<file path="src/rtl/i2cmts_pkg.sv">
// Shared types and constants for the I2C master transaction sequencer.
package i2cmts_pkg;

   localparam int BUF_DEPTH = 32;
   localparam int IDX_W = (BUF_DEPTH > 1) ? $clog2(BUF_DEPTH) : 1;
   localparam int POS_W = $clog2(BUF_DEPTH + 1);
   localparam int CNT_W = (POS_W > 7) ? POS_W : 7;

   localparam logic [15:0] TIMEOUT_RESET = 16'd20000;

   // configuration register indexes
   localparam logic [2:0] CSR_TARGET_ADDRESS = 3'd0;
   localparam logic [2:0] CSR_STOP_WHEN_DONE = 3'd1;
   localparam logic [2:0] CSR_PREFIX_COUNT   = 3'd2;
   localparam logic [2:0] CSR_DATA_COUNT     = 3'd3;
   localparam logic [2:0] CSR_TIMEOUT_LIMIT  = 3'd4;

   // command codes
   localparam logic [1:0] CMD_LOAD  = 2'd0;
   localparam logic [1:0] CMD_WRITE = 2'd1;
   localparam logic [1:0] CMD_READ  = 2'd2;
   localparam logic [1:0] CMD_EVENT = 2'd3;

   // acknowledge control codes
   localparam logic [1:0] ACK_KEEP  = 2'd0;
   localparam logic [1:0] ACK_SET   = 2'd1;
   localparam logic [1:0] ACK_CLEAR = 2'd2;

   // outcome and error kind codes
   localparam logic [1:0] OUT_BUSY    = 2'd0;
   localparam logic [1:0] OUT_DONE    = 2'd1;
   localparam logic [1:0] OUT_BUS     = 2'd2;
   localparam logic [1:0] OUT_TIMEOUT = 2'd3;
   localparam logic [1:0] ERR_NONE    = 2'd0;

   typedef struct packed {
      logic [6:0]  target_address;
      logic        stop_when_done;
      logic [5:0]  prefix_count;
      logic [5:0]  data_count;
      logic [15:0] timeout_limit;
   } cfg_type;

   typedef struct packed {
      logic [1:0] cmd;
      logic [7:0] status;
      logic [7:0] byte_value;
      logic [4:0] byte_index;
   } item_type;

   typedef struct packed {
      logic       set_start;
      logic       clear_start;
      logic       set_stop;
      logic [1:0] ack_control;
      logic       clear_interrupt;
      logic       write_valid;
      logic [7:0] write_byte;
      logic       rx_valid;
      logic [4:0] rx_index;
      logic [1:0] outcome;
      logic [2:0] fail_phase;
      logic [7:0] fail_status;
   } rsp_type;

endpackage

</file>
<file path="src/rtl/i2c_master_transaction_sequencer_core.sv">
// An accepted req beat passes the input register, then the result register, to its rsp beat.
// Throughput: one beat per cycle; the input register advances whenever the result register
// is empty or its rsp beat is taken, so a req beat can be taken in the same cycle as a rsp beat.
// Reset (synchronous, active high): empties both registers, phase idle, no latched error,
// configuration at its reset values; the transmit store keeps its contents.
module i2c_master_transaction_sequencer_core (
   input  logic        clock,
   input  logic        reset,
   input  logic        req_valid,
   output logic        req_stall,
   input  logic [1:0]  req_cmd,
   input  logic [7:0]  req_status,
   input  logic [7:0]  req_byte_value,
   input  logic [4:0]  req_byte_index,
   output logic        rsp_valid,
   input  logic        rsp_stall,
   output logic        rsp_set_start,
   output logic        rsp_clear_start,
   output logic        rsp_set_stop,
   output logic [1:0]  rsp_ack_control,
   output logic        rsp_clear_interrupt,
   output logic        rsp_write_valid,
   output logic [7:0]  rsp_write_byte,
   output logic        rsp_rx_valid,
   output logic [4:0]  rsp_rx_index,
   output logic [1:0]  rsp_outcome,
   output logic [2:0]  rsp_fail_phase,
   output logic [7:0]  rsp_fail_status,
   input  logic        csr_write_enable,
   input  logic [2:0]  csr_index,
   input  logic [15:0] csr_write_data
);

   logic                 req_valid_ff;
   i2cmts_pkg::item_type item_ff;
   logic                 rsp_valid_ff;
   i2cmts_pkg::rsp_type  rsp_ff, rsp_in;
   i2cmts_pkg::cfg_type  cfg_ff;
   logic                 advance;

   // process the held beat whenever the result register can take it
   assign advance   = req_valid_ff && (!rsp_valid_ff || !rsp_stall);
   assign req_stall = req_valid_ff && !advance;

   always_ff @(posedge clock) begin
      if (reset) begin
         req_valid_ff <= 1'b0;
      end else if (!req_stall) begin
         req_valid_ff <= req_valid;
      end
   end

   always_ff @(posedge clock) begin
      if (req_valid && !req_stall) begin
         item_ff <= '{cmd: req_cmd, status: req_status, byte_value: req_byte_value,
                      byte_index: req_byte_index};
      end
   end

   i2cmts_engine u_engine (
      .clock (clock),
      .reset (reset),
      .fire  (advance),
      .item  (item_ff),
      .cfg   (cfg_ff),
      .rsp   (rsp_in)
   );

   always_ff @(posedge clock) begin
      if (reset) begin
         rsp_valid_ff <= 1'b0;
      end else if (advance) begin
         rsp_valid_ff <= 1'b1;
      end else if (!rsp_stall) begin
         rsp_valid_ff <= 1'b0;
      end
   end

   always_ff @(posedge clock) begin
      if (advance) begin
         rsp_ff <= rsp_in;
      end
   end

   always_ff @(posedge clock) begin
      if (reset) begin
         cfg_ff.target_address <= '0;
         cfg_ff.stop_when_done <= 1'b1;
         cfg_ff.prefix_count   <= '0;
         cfg_ff.data_count     <= '0;
         cfg_ff.timeout_limit  <= i2cmts_pkg::TIMEOUT_RESET;
      end else if (csr_write_enable) begin
         unique case (csr_index)
            i2cmts_pkg::CSR_TARGET_ADDRESS: cfg_ff.target_address <= csr_write_data[6:0];
            i2cmts_pkg::CSR_STOP_WHEN_DONE: cfg_ff.stop_when_done <= csr_write_data[0];
            i2cmts_pkg::CSR_PREFIX_COUNT:   cfg_ff.prefix_count   <= csr_write_data[5:0];
            i2cmts_pkg::CSR_DATA_COUNT:     cfg_ff.data_count     <= csr_write_data[5:0];
            i2cmts_pkg::CSR_TIMEOUT_LIMIT:  cfg_ff.timeout_limit  <= csr_write_data;
            default: begin
            end
         endcase
      end
   end

   assign rsp_valid           = rsp_valid_ff;
   assign rsp_set_start       = rsp_ff.set_start;
   assign rsp_clear_start     = rsp_ff.clear_start;
   assign rsp_set_stop        = rsp_ff.set_stop;
   assign rsp_ack_control     = rsp_ff.ack_control;
   assign rsp_clear_interrupt = rsp_ff.clear_interrupt;
   assign rsp_write_valid     = rsp_ff.write_valid;
   assign rsp_write_byte      = rsp_ff.write_byte;
   assign rsp_rx_valid        = rsp_ff.rx_valid;
   assign rsp_rx_index        = rsp_ff.rx_index;
   assign rsp_outcome         = rsp_ff.outcome;
   assign rsp_fail_phase      = rsp_ff.fail_phase;
   assign rsp_fail_status     = rsp_ff.fail_status;

endmodule

</file>
<file path="src/rtl/i2cmts_engine.sv">
// Transaction state, transmit store and per-beat action decode.
module i2cmts_engine (
   input  logic                clock,
   input  logic                reset,
   input  logic                fire,
   input  i2cmts_pkg::item_type item,
   input  i2cmts_pkg::cfg_type  cfg,
   output i2cmts_pkg::rsp_type  rsp
);

   localparam logic [2:0] PH_IDLE    = 3'd0;
   localparam logic [2:0] PH_ERROR   = 3'd1;
   localparam logic [2:0] PH_W_START = 3'd2;
   localparam logic [2:0] PH_W_ADDR  = 3'd3;
   localparam logic [2:0] PH_W_DATA  = 3'd4;
   localparam logic [2:0] PH_R_START = 3'd5;
   localparam logic [2:0] PH_R_ADDR  = 3'd6;
   localparam logic [2:0] PH_R_DATA  = 3'd7;

   localparam logic [7:0] ST_START     = 8'h08;
   localparam logic [7:0] ST_RESTART   = 8'h10;
   localparam logic [7:0] ST_W_ADDR_OK = 8'h18;
   localparam logic [7:0] ST_W_ADDR_NK = 8'h20;
   localparam logic [7:0] ST_W_DATA_OK = 8'h28;
   localparam logic [7:0] ST_W_DATA_NK = 8'h30;
   localparam logic [7:0] ST_ARB_LOST  = 8'h38;
   localparam logic [7:0] ST_R_ADDR_OK = 8'h40;
   localparam logic [7:0] ST_R_ADDR_NK = 8'h48;
   localparam logic [7:0] ST_R_DATA_OK = 8'h50;
   localparam logic [7:0] ST_R_DATA_NK = 8'h58;

   localparam int CNT_W = i2cmts_pkg::CNT_W;
   localparam int POS_W = i2cmts_pkg::POS_W;
   localparam int IDX_W = i2cmts_pkg::IDX_W;

   logic [2:0]       phase_ff, phase_in;
   logic [POS_W-1:0] position_ff, position_in;
   logic [16:0]      wait_count_ff, wait_count_in;
   logic [1:0]       error_kind_ff, error_kind_in;
   logic [2:0]       error_phase_ff, error_phase_in;
   logic [7:0]       error_status_ff, error_status_in;
   logic [7:0]       tx_store_ff [i2cmts_pkg::BUF_DEPTH];

   logic             store_we;
   logic [CNT_W-1:0] pos_c, wr_total, rd_total, sum_c, depth_c;
   logic [16:0]      wait_inc;
   logic             fail;
   logic [1:0]       fail_kind;
   i2cmts_pkg::rsp_type r;

   assign depth_c  = CNT_W'(i2cmts_pkg::BUF_DEPTH);
   assign pos_c    = CNT_W'(position_ff);
   assign sum_c    = CNT_W'(cfg.prefix_count) + CNT_W'(cfg.data_count);
   assign wr_total = (sum_c > depth_c) ? depth_c : sum_c;
   assign rd_total = (CNT_W'(cfg.data_count) > depth_c) ? depth_c : CNT_W'(cfg.data_count);
   assign wait_inc = wait_count_ff + 17'd1;

   always_comb begin
      phase_in        = phase_ff;
      position_in     = position_ff;
      wait_count_in   = wait_count_ff;
      error_kind_in   = error_kind_ff;
      error_phase_in  = error_phase_ff;
      error_status_in = error_status_ff;
      store_we        = 1'b0;
      fail            = 1'b0;
      fail_kind       = i2cmts_pkg::OUT_BUS;
      r               = '0;

      case (item.cmd)
         i2cmts_pkg::CMD_LOAD: begin
            store_we = CNT_W'(item.byte_index) < depth_c;
         end
         i2cmts_pkg::CMD_WRITE, i2cmts_pkg::CMD_READ: begin
            if (phase_ff == PH_IDLE || phase_ff == PH_ERROR) begin
               error_kind_in   = i2cmts_pkg::ERR_NONE;
               error_phase_in  = PH_IDLE;
               error_status_in = 8'hFF;
               position_in     = '0;
               wait_count_in   = '0;
               phase_in        = (item.cmd == i2cmts_pkg::CMD_WRITE) ? PH_W_START : PH_R_START;
               r.ack_control   = i2cmts_pkg::ACK_CLEAR;
               r.set_start     = 1'b1;
            end
         end
         default: begin
            unique case (phase_ff) inside
               PH_W_START, PH_R_START: begin
                  if (item.status == ST_START || item.status == ST_RESTART) begin
                     wait_count_in     = '0;
                     phase_in          = (phase_ff == PH_R_START) ? PH_R_ADDR : PH_W_ADDR;
                     r.clear_start     = 1'b1;
                     r.write_valid     = 1'b1;
                     r.write_byte      = {cfg.target_address, phase_ff == PH_R_START};
                     r.clear_interrupt = 1'b1;
                  end else if (item.status == ST_W_ADDR_NK || item.status == ST_ARB_LOST) begin
                     fail = 1'b1;
                  end else begin
                     wait_count_in = wait_inc;
                     if (wait_inc > 17'(cfg.timeout_limit)) begin
                        fail      = 1'b1;
                        fail_kind = i2cmts_pkg::OUT_TIMEOUT;
                     end
                  end
               end
               PH_W_ADDR, PH_W_DATA: begin
                  if (item.status == ST_W_ADDR_OK || item.status == ST_W_DATA_OK) begin
                     r.clear_interrupt = 1'b1;
                     if (pos_c >= wr_total) begin
                        r.set_stop = cfg.stop_when_done;
                        phase_in   = PH_IDLE;
                     end else begin
                        r.write_valid = 1'b1;
                        r.write_byte  = tx_store_ff[position_ff[IDX_W-1:0]];
                        position_in   = position_ff + POS_W'(1);
                        wait_count_in = '0;
                        phase_in      = PH_W_DATA;
                     end
                  end else if (item.status == ST_W_ADDR_NK || item.status == ST_W_DATA_NK
                               || item.status == ST_ARB_LOST) begin
                     fail = 1'b1;
                  end else begin
                     wait_count_in = wait_inc;
                     if (wait_inc > 17'(cfg.timeout_limit)) begin
                        fail      = 1'b1;
                        fail_kind = i2cmts_pkg::OUT_TIMEOUT;
                     end
                  end
               end
               PH_R_ADDR, PH_R_DATA: begin
                  if (item.status == ST_R_ADDR_OK || item.status == ST_R_DATA_OK
                      || item.status == ST_R_DATA_NK) begin
                     r.clear_interrupt = 1'b1;
                     if (pos_c >= rd_total) begin
                        r.set_stop = cfg.stop_when_done;
                        phase_in   = PH_IDLE;
                     end else begin
                        // acknowledge decided from the count before this byte
                        r.ack_control = (pos_c + CNT_W'(1) == rd_total) ?
                                        i2cmts_pkg::ACK_CLEAR : i2cmts_pkg::ACK_SET;
                        r.clear_start = 1'b1;
                        if (phase_ff == PH_R_DATA) begin
                           r.rx_valid  = 1'b1;
                           r.rx_index  = 5'(position_ff);
                           position_in = position_ff + POS_W'(1);
                        end
                        phase_in = PH_R_DATA;
                     end
                  end else if (item.status == ST_ARB_LOST || item.status == ST_R_ADDR_NK) begin
                     fail = 1'b1;
                  end else begin
                     wait_count_in = wait_inc;
                     if (wait_inc > 17'(cfg.timeout_limit)) begin
                        fail      = 1'b1;
                        fail_kind = i2cmts_pkg::OUT_TIMEOUT;
                     end
                  end
               end
               default: begin
               end
            endcase
         end
      endcase

      // stop the bus and latch the failure
      if (fail) begin
         error_kind_in     = fail_kind;
         error_phase_in    = phase_ff;
         error_status_in   = item.status;
         r.ack_control     = i2cmts_pkg::ACK_CLEAR;
         r.clear_start     = 1'b1;
         r.set_stop        = 1'b1;
         r.clear_interrupt = 1'b1;
         phase_in          = PH_ERROR;
      end

      if (phase_in == PH_IDLE) begin
         r.outcome = i2cmts_pkg::OUT_DONE;
      end else if (phase_in == PH_ERROR) begin
         r.outcome = error_kind_in;
      end else begin
         r.outcome = i2cmts_pkg::OUT_BUSY;
      end
      r.fail_phase  = error_phase_in;
      r.fail_status = error_status_in;
   end

   assign rsp = r;

   always_ff @(posedge clock) begin
      if (reset) begin
         phase_ff        <= PH_IDLE;
         position_ff     <= '0;
         wait_count_ff   <= '0;
         error_kind_ff   <= i2cmts_pkg::ERR_NONE;
         error_phase_ff  <= PH_IDLE;
         error_status_ff <= 8'hFF;
      end else if (fire) begin
         phase_ff        <= phase_in;
         position_ff     <= position_in;
         wait_count_ff   <= wait_count_in;
         error_kind_ff   <= error_kind_in;
         error_phase_ff  <= error_phase_in;
         error_status_ff <= error_status_in;
      end
   end

   always_ff @(posedge clock) begin
      if (fire && store_we) begin
         tx_store_ff[IDX_W'(item.byte_index)] <= item.byte_value;
      end
   end

   a_reset_idle: assert property (@(posedge clock) reset |=> phase_ff == PH_IDLE)
      else $error("phase not idle after reset");

   a_pos_bound: assert property (@(posedge clock) disable iff (reset)
      CNT_W'(position_ff) <= depth_c)
      else $error("position beyond buffer depth");

   a_kind_error: assert property (@(posedge clock) disable iff (reset)
      phase_ff == PH_ERROR |-> (error_kind_ff == i2cmts_pkg::OUT_BUS
                                || error_kind_ff == i2cmts_pkg::OUT_TIMEOUT))
      else $error("error phase without error kind");

   a_kind_clear: assert property (@(posedge clock) disable iff (reset)
      phase_ff != PH_ERROR |-> error_kind_ff == i2cmts_pkg::ERR_NONE)
      else $error("error kind latched outside error phase");

   a_rx_phase: assert property (@(posedge clock) disable iff (reset)
      fire && rsp.rx_valid |-> phase_ff == PH_R_DATA && item.cmd == i2cmts_pkg::CMD_EVENT)
      else $error("received byte reported outside read data phase");

endmodule

</file>
<file path="config.mk">
export PLATFORM = sky130hd
export DESIGN_NAME = i2c_master_transaction_sequencer_core
export DESIGN_NICKNAME = d
export VERILOG_FILES = /design/src/rtl/i2cmts_pkg.sv /design/src/rtl/i2c_master_transaction_sequencer_core.sv /design/src/rtl/i2cmts_engine.sv
export SDC_FILE = /design/constraint.sdc
export NUM_CORES = 1
export LEC_CHECK = 0
export BUFFER_PORTS_ARGS = -buffer_cell sky130_fd_sc_hd__buf_4
export CAP_MARGIN = 20
export CELL_PAD_IN_SITES_DETAIL_PLACEMENT = 1
export CELL_PAD_IN_SITES_GLOBAL_PLACEMENT = 2
export CORE_ASPECT_RATIO = 1.25
export CORE_MARGIN = 1
export CORE_UTILIZATION = 48
export CTS_CLUSTER_SIZE = 12
export DETAILED_ROUTE_END_ITERATION = 6
export GPL_TIMING_DRIVEN = 0
export PLACE_DENSITY = 0.88
export SLEW_MARGIN = 25
export SYNTH_ARGS = -nofsm -noshare
export SYNTH_HDL_FRONTEND = slang
export SYNTH_SLANG_ARGS = --single-unit
</file>
<file path="constraint.sdc">
create_clock -name clock -period 8.3 [get_ports clock]
set_input_delay 0 -clock clock [delete_from_list [all_inputs] [get_ports clock]]
set_output_delay 0 -clock clock [all_outputs]
set_load 0.005 [all_outputs]
</file>
# ---- Word-level counts from Yosys, hierarchy flattened
# Memories as Yosys holds them, arrays and structs flattened. A register that Yosys moved wholly into a read port is not among the register bits.
# Index checks and enable logic that the tools add are counted.
# Widths: inputs -> output; s select.
dict set report word_totals {
  ff_bits 134
  latchBits 0
  ram_bits 256
  rom_bits 0
  in_bits 47
  out_inout_bits 36
  wordCells 214
  memories 1
}
# name words width read_ports rd_ports_with_merged_regs wr line
set mem_list {}
lappend mem_list {u_engine.tx_store_ff 32 8 1 1 1 i2cmts_engine.sv:42} ;# logic [7:0] tx_store_ff [i2cmts_pkg::BUF_DEPTH];
dict set report classes {
  n_addsub 4
  multipliers 0
  n_div 0
  n_lt_le_gt_ge 6
  eq_ne 38
  shift 0
  n_mux 91
  n_bitwise 5
  reduce_logical 39
}
# operator count
set ops {}
lappend ops {{$mux 17} 8}
lappend ops {{$mux 6} 11}
lappend ops {{$pmux 17 s3} 1}
lappend ops {{$mux 3} 12}
lappend ops {{$pmux 17 s2} 1}
lappend ops {{$eq 8x6->1 const B} 4}
lappend ops {{$eq 8x7->1 const B} 4}
lappend ops {{$mux 2} 13}
lappend ops {{$mux 8} 3}
lappend ops {{$pmux 6 s2} 2}
lappend ops {{$mux 1} 23}
lappend ops {{$mux 10} 2}
lappend ops {{$pmux 9 s2} 1}
lappend ops {{$reduce_and 9->1} 2}
lappend ops {{$add 17x1->17 const B} 1}
lappend ops {{$gt 17x16->1} 1}
lappend ops {{$eq 8x5->1 const B} 2}
lappend ops {{$mux 16} 1}
lappend ops {{$eq 3x3->1 const B} 5}
lappend ops {{$mux 5} 3}
lappend ops {{$ge 6x7->1} 2}
lappend ops {{$eq 3x2->1 const B} 4}
lappend ops {{$ne 3x3->1 const B} 4}
lappend ops {{$logic_or 1x1->1} 10}
lappend ops {{other kinds (35)} 63}

# ---- Logic depth before layout (Yosys ltp)
dict set report logic_depth {
  word_depth 12
  ltp_mapped 18
}

# ---- Hierarchy
# From an unflattened synthesis, not the netlist that was laid out.
dict set report hier_totals {
  cells_unflattened 1172
  hier_area_um2 17316.6
}
# module instances cells_each area_per_inst_um2
set by_module_without_submodules {}
lappend by_module_without_submodules {i2cmts_engine 1 963 14004.7}
lappend by_module_without_submodules {i2c_master_transaction_sequencer_core 1 209 3311.9}

# ---- Worst setup path before layout
# No wires, ideal clock.
dict set report synth_timing {
  kind {flip-flop to flip-flop}
  startpoint {reg cfg_ff[16] in the netlist's numbering}
  endpoint {reg (tool-made name)}
  setup_time_ns 0.121
  arrival_ns 4.242
  setup_slack_ns 3.936
  path_stages_with_launch 18
  path_cell_list {dfxtp_1 -> ha_1 -> fa_1 -> a21o_1 -> a21oi_1 -> xnor2_1 -> nor2_1 -> nand2_1 -> a221oi_1 -> and2_1 -> ha_1 -> nand2b_1 -> a2111o_1 -> a211oi_2 -> a31oi_1 -> a211oi_2 -> o21ai_1 -> a32o_1}
}
# item line
set synth_rtl {}
lappend synth_rtl {{from (decl)} i2c_master_transaction_sequencer_core.sv:38} ;# i2cmts_pkg::cfg_type cfg_ff;

# ---- Worst setup path after layout
dict set report layout_timing {
  startpoint {reg cfg_ff[16] in the netlist's numbering}
  endpoint {reg u_engine.wait_count_ff[2]}
}
dict set report layout_between {
  elab_chain_len 6
}
# item line
set layout_lines {}
lappend layout_lines {{$add 6x6->7 *} i2cmts_engine.sv:53} ;# assign sum_c = CNT_W'(cfg.prefix_count) + CNT_W'(cfg.data_count);
lappend layout_lines {{$gt 7x6->1} i2cmts_engine.sv:54} ;# assign wr_total = (sum_c > depth_c) ? depth_c : sum_c;
lappend layout_lines {{$mux 7 *} i2cmts_engine.sv:54}
lappend layout_lines {{$ge 6x7->1 *} i2cmts_engine.sv:109} ;# if (pos_c >= wr_total) begin
lappend layout_lines {{$ne 4x4->1 (no line) *} n/a}
lappend layout_lines {{$reduce_and 9->1 (no line) *} n/a}
lappend layout_lines {{to (signal assigned)} i2cmts_engine.sv:201} ;# wait_count_ff <= wait_count_in;
lappend layout_lines {{to (decl)} i2cmts_engine.sv:38} ;# logic [16:0] wait_count_ff, wait_count_in;
# Every way passes the cells marked *; elsewhere a longest branch is shown, timed or not.
# A chain may end at the register's enable or synchronous reset.

==> metrics.csv <==
metric;value;unit
Crit-path slowest cell;nor4b_1;
crit path max fanout;10;
Top FF cell, synth;edfxtp_1;
CTS Buf Count;41;
Final Hold Fails;0;
CP Cell Sequence;ha_1, fa_1, a21o_1, a21oi_1, xnor2_1, nor2_1, nand2_1, a221oi_1, and2_1, ha_1, nand2b_1, a2111o_1, a211oi_2, o211ai_1, nor4b_1, inv_2, o32ai_1;
Async SR Flop Fraction;0;%
Worst-Margin Slew;1.09;ns
CP arrival;5.94;ns
Fin Setup TNS;0;ns
Max IR drop VDD;177;uV
vias in the first global route;11800;
total congestion overflow;0;
syn_area_per_cell;14.1;um^2
crit-path most repeated cell;ha_1;
largest net degree at the start of global routing;44;
GR Util All Layers;25.8;%
Hold Slack;0.0730;ns
leakage power;6.68;nW
full die area;36700;um^2
WP buf/inv;1;
Post-synth top cells;313 x edfxtp_1, 103 x nor2_1, 98 x nand2_1;
Synth area leaders;edfxtp_1 55%, mux4_2 10%, dfxtp_1 9.5%;
Die Wd;172;um
DP HPWL;32000;um
via count;11100;
first-pass GRT wire length;69700;um
Seq cells post-synth;395;
final worst-path cycle share;66.3;%
status;finished, final reports clean;
Total Wirelength;46200;um
Post-synth EDFFs;313;
total clock sinks;395;
synth warn;0;
largest buffer count on any clock path;3;
Worst Setup Start Kind;register;
Pins Over Slew Limit;0;
Largest delay share family, worst path;compound AO/OA/AOI/OAI gates;
peak per-stage delay on the critical path;0.70;ns
R2R depth;17;
placed instance area;18500;um^2
worst flop-to-flop path endpoint;u_engine.wait_count_ff[2];
CTS tree;done;
RSZ-0062 raised after global routing;false;
Final ANT Viol Nets;0;
Final Instance Area;20300;um^2
drt via density;5.82;
root buf cell;clkbuf_16;
Final min period;5.51;ns
FMAX;182;MHz
capturing element type of the critical path;register;
Distinct cells, synth;72;
DP Cell Count;1778;
syn nets;1307;
Clock Latency Late Sink;0.54;ns
Netlist Area Pre-Place;17200;um^2
leading area contributor after synthesis;edfxtp_1;
site row count;77;
core area;35400;um^2
Max-cap violations;0;
share of layout cells above drive strength 1;18.2;%
Initial Util;48.8;%
# fillers;3457;
DR pass1 iterations;5;
Layout area overhead;17.5;%
Synth top area share;54.5;%
Post-Layout Cell Count;1900;
Port Buffers;82;
most frequent cell after synthesis;edfxtp_1;
CTS clk-pin slew, worst paths;0.06;ns
die span in y;214;um
Iteration-0 DRC Markers;764;
Pwr per Cell Area;199;nW/um^2
final clock skew;0.0117;ns
final setup margin;2.79;ns
post-synthesis sequential area ratio;64.0;%
Place WS;2.74;ns
Post-Synthesis Cells;1220;
Reg2Reg Setup Slack;2.79;ns
H-tree depth;2;
num ports;83;
relative slew slack;27.5;%
Hold Startpoint;csr_index[2];
critical path required time;8.74;ns
WHS Path Cells;5;
CTS resizes;0;
DRC Markers;0;
DR WL/cell;24.3;um
Ant. Diodes;0;
Critical Setup Path Class;register to register;
Placer Congestion;0.838;
worst r2r src;cfg_ff[16];
Post-Route Utilization;57.3;%
Final Total Pwr;4.04;mW
initial antenna violation count;0;
Final Setup Violations;0;
nets;1491;
worst hold path class;input pin to register;
Hold Path End;cfg_ff[2];
==> tightest hold or removal path, cell delays in order <==
cell,delay [ns]
buf_4,0.09
nand3_1,0.08
clkbuf_1,0.23
nand2_1,0.12
a21oi_1,0.05
==> per-layer routing <==
layer  vias to the layer above  track usage (%)  share of wire (%)
li1                       5072                -                  -
met1                      5610             29.9                 38
met2                       273             47.4                 55
met3                        99             3.14                3.6
met4                         0             10.2                3.8
met5                         -                0                  0
==> registers in the layout, summed over array words and instances (netlist names), 5 cells and up, named ones only <==
| signal | cells |
|---|---|
| item_ff | 23 |
| u_engine.wait_count_ff | 17 |
| rsp_write_byte | 8 |
| cfg_ff | 36 |
| rsp_fail_status | 8 |
| u_engine.position_ff | 6 |
| rsp_rx_index | 5 |
| u_engine.tx_store_ff | 256 |
| u_engine.error_status_ff | 8 |
==> placed cells by master (no fill, tap or decap), types with 15 or more instances in the layout <==
master,netlist,layout
a21oi_1,49,49
buf_4,0,82
clkbuf_1,52,60
clkbuf_16,0,41
dfxtp_1,82,82
dlygate4sd3_1,0,48
edfxtp_1,313,313
ha_1,39,39
inv_1,30,30
mux2i_1,17,17
mux4_2,80,80
nand2_1,98,98
nand3_1,52,52
nor2_1,103,103
nor3_1,33,33
o21ai_0,16,15
o21ai_1,19,20
xnor2_1,18,18
==> worst max-delay path by stage <==
stage / start / end / slack (ns) / depth (start not counted)
floorplan: cfg_ff[16] / register / 3.94 / 17
global placement: u_engine.wait_count_ff[0] / rsp_fail_phase[1] / 2.49 / 15
detailed placement: cfg_ff[16] / u_engine.wait_count_ff[2] / 2.74 / 17
CTS: cfg_ff[16] / u_engine.wait_count_ff[2] / 2.70 / 17
global route: cfg_ff[16] / u_engine.wait_count_ff[2] / 2.40 / 17
finish: cfg_ff[16] / u_engine.wait_count_ff[2] / 2.79 / 17
==> cell families (layout without fill, tap and decap cells) <==
| logic type | Yosys count | count (layout) | share of synthesized area [%] |
|---|---|---|---|
| and+or+nand+nor | 363 | 363 | 9.91 |
| DFF | 395 | 395 | 64.0 |
| adders and majority gates | 40 | 40 | 2.95 |
| AOI/OAI and AO/OA | 184 | 184 | 7.32 |
| xor gates and xnor gates | 29 | 29 | 1.47 |
| muxes | 106 | 106 | 12.0 |
| buffers and inverters | 103 | 309 | 2.30 |
==> where the power goes <==
group	internal, mW	switching [mW]	leakage [nW]
sequential	2.15	0.0217	3.49
combinational	0.0947	0.138	2.64
clock	0.901	0.730	0.556
total	3.15	0.890	6.68
==> area by class of cell <==
class / instances / area, um^2 / area share, %
Tap cell: 474 / 593 / 2.93
Timing Repair Buffer: 141 / 1270 / 6.26
Clock inverter: 13 / 65.1 / 0.321
Multi-Input combinational cell: 722 / 5820 / 28.7
Inverter: 39 / 146 / 0.723
Buffer: 64 / 258 / 1.27
Clock buffer: 52 / 1070 / 5.27
Sequential cell: 395 / 11000 / 54.5
==> timing repair <==
action | in CTS | in global routing
buffers inserted | 0 | 0
hold buffers | 48 | 0
hold endpoints to repair | 73 | 0
Power figures use the tool's default switching activity.
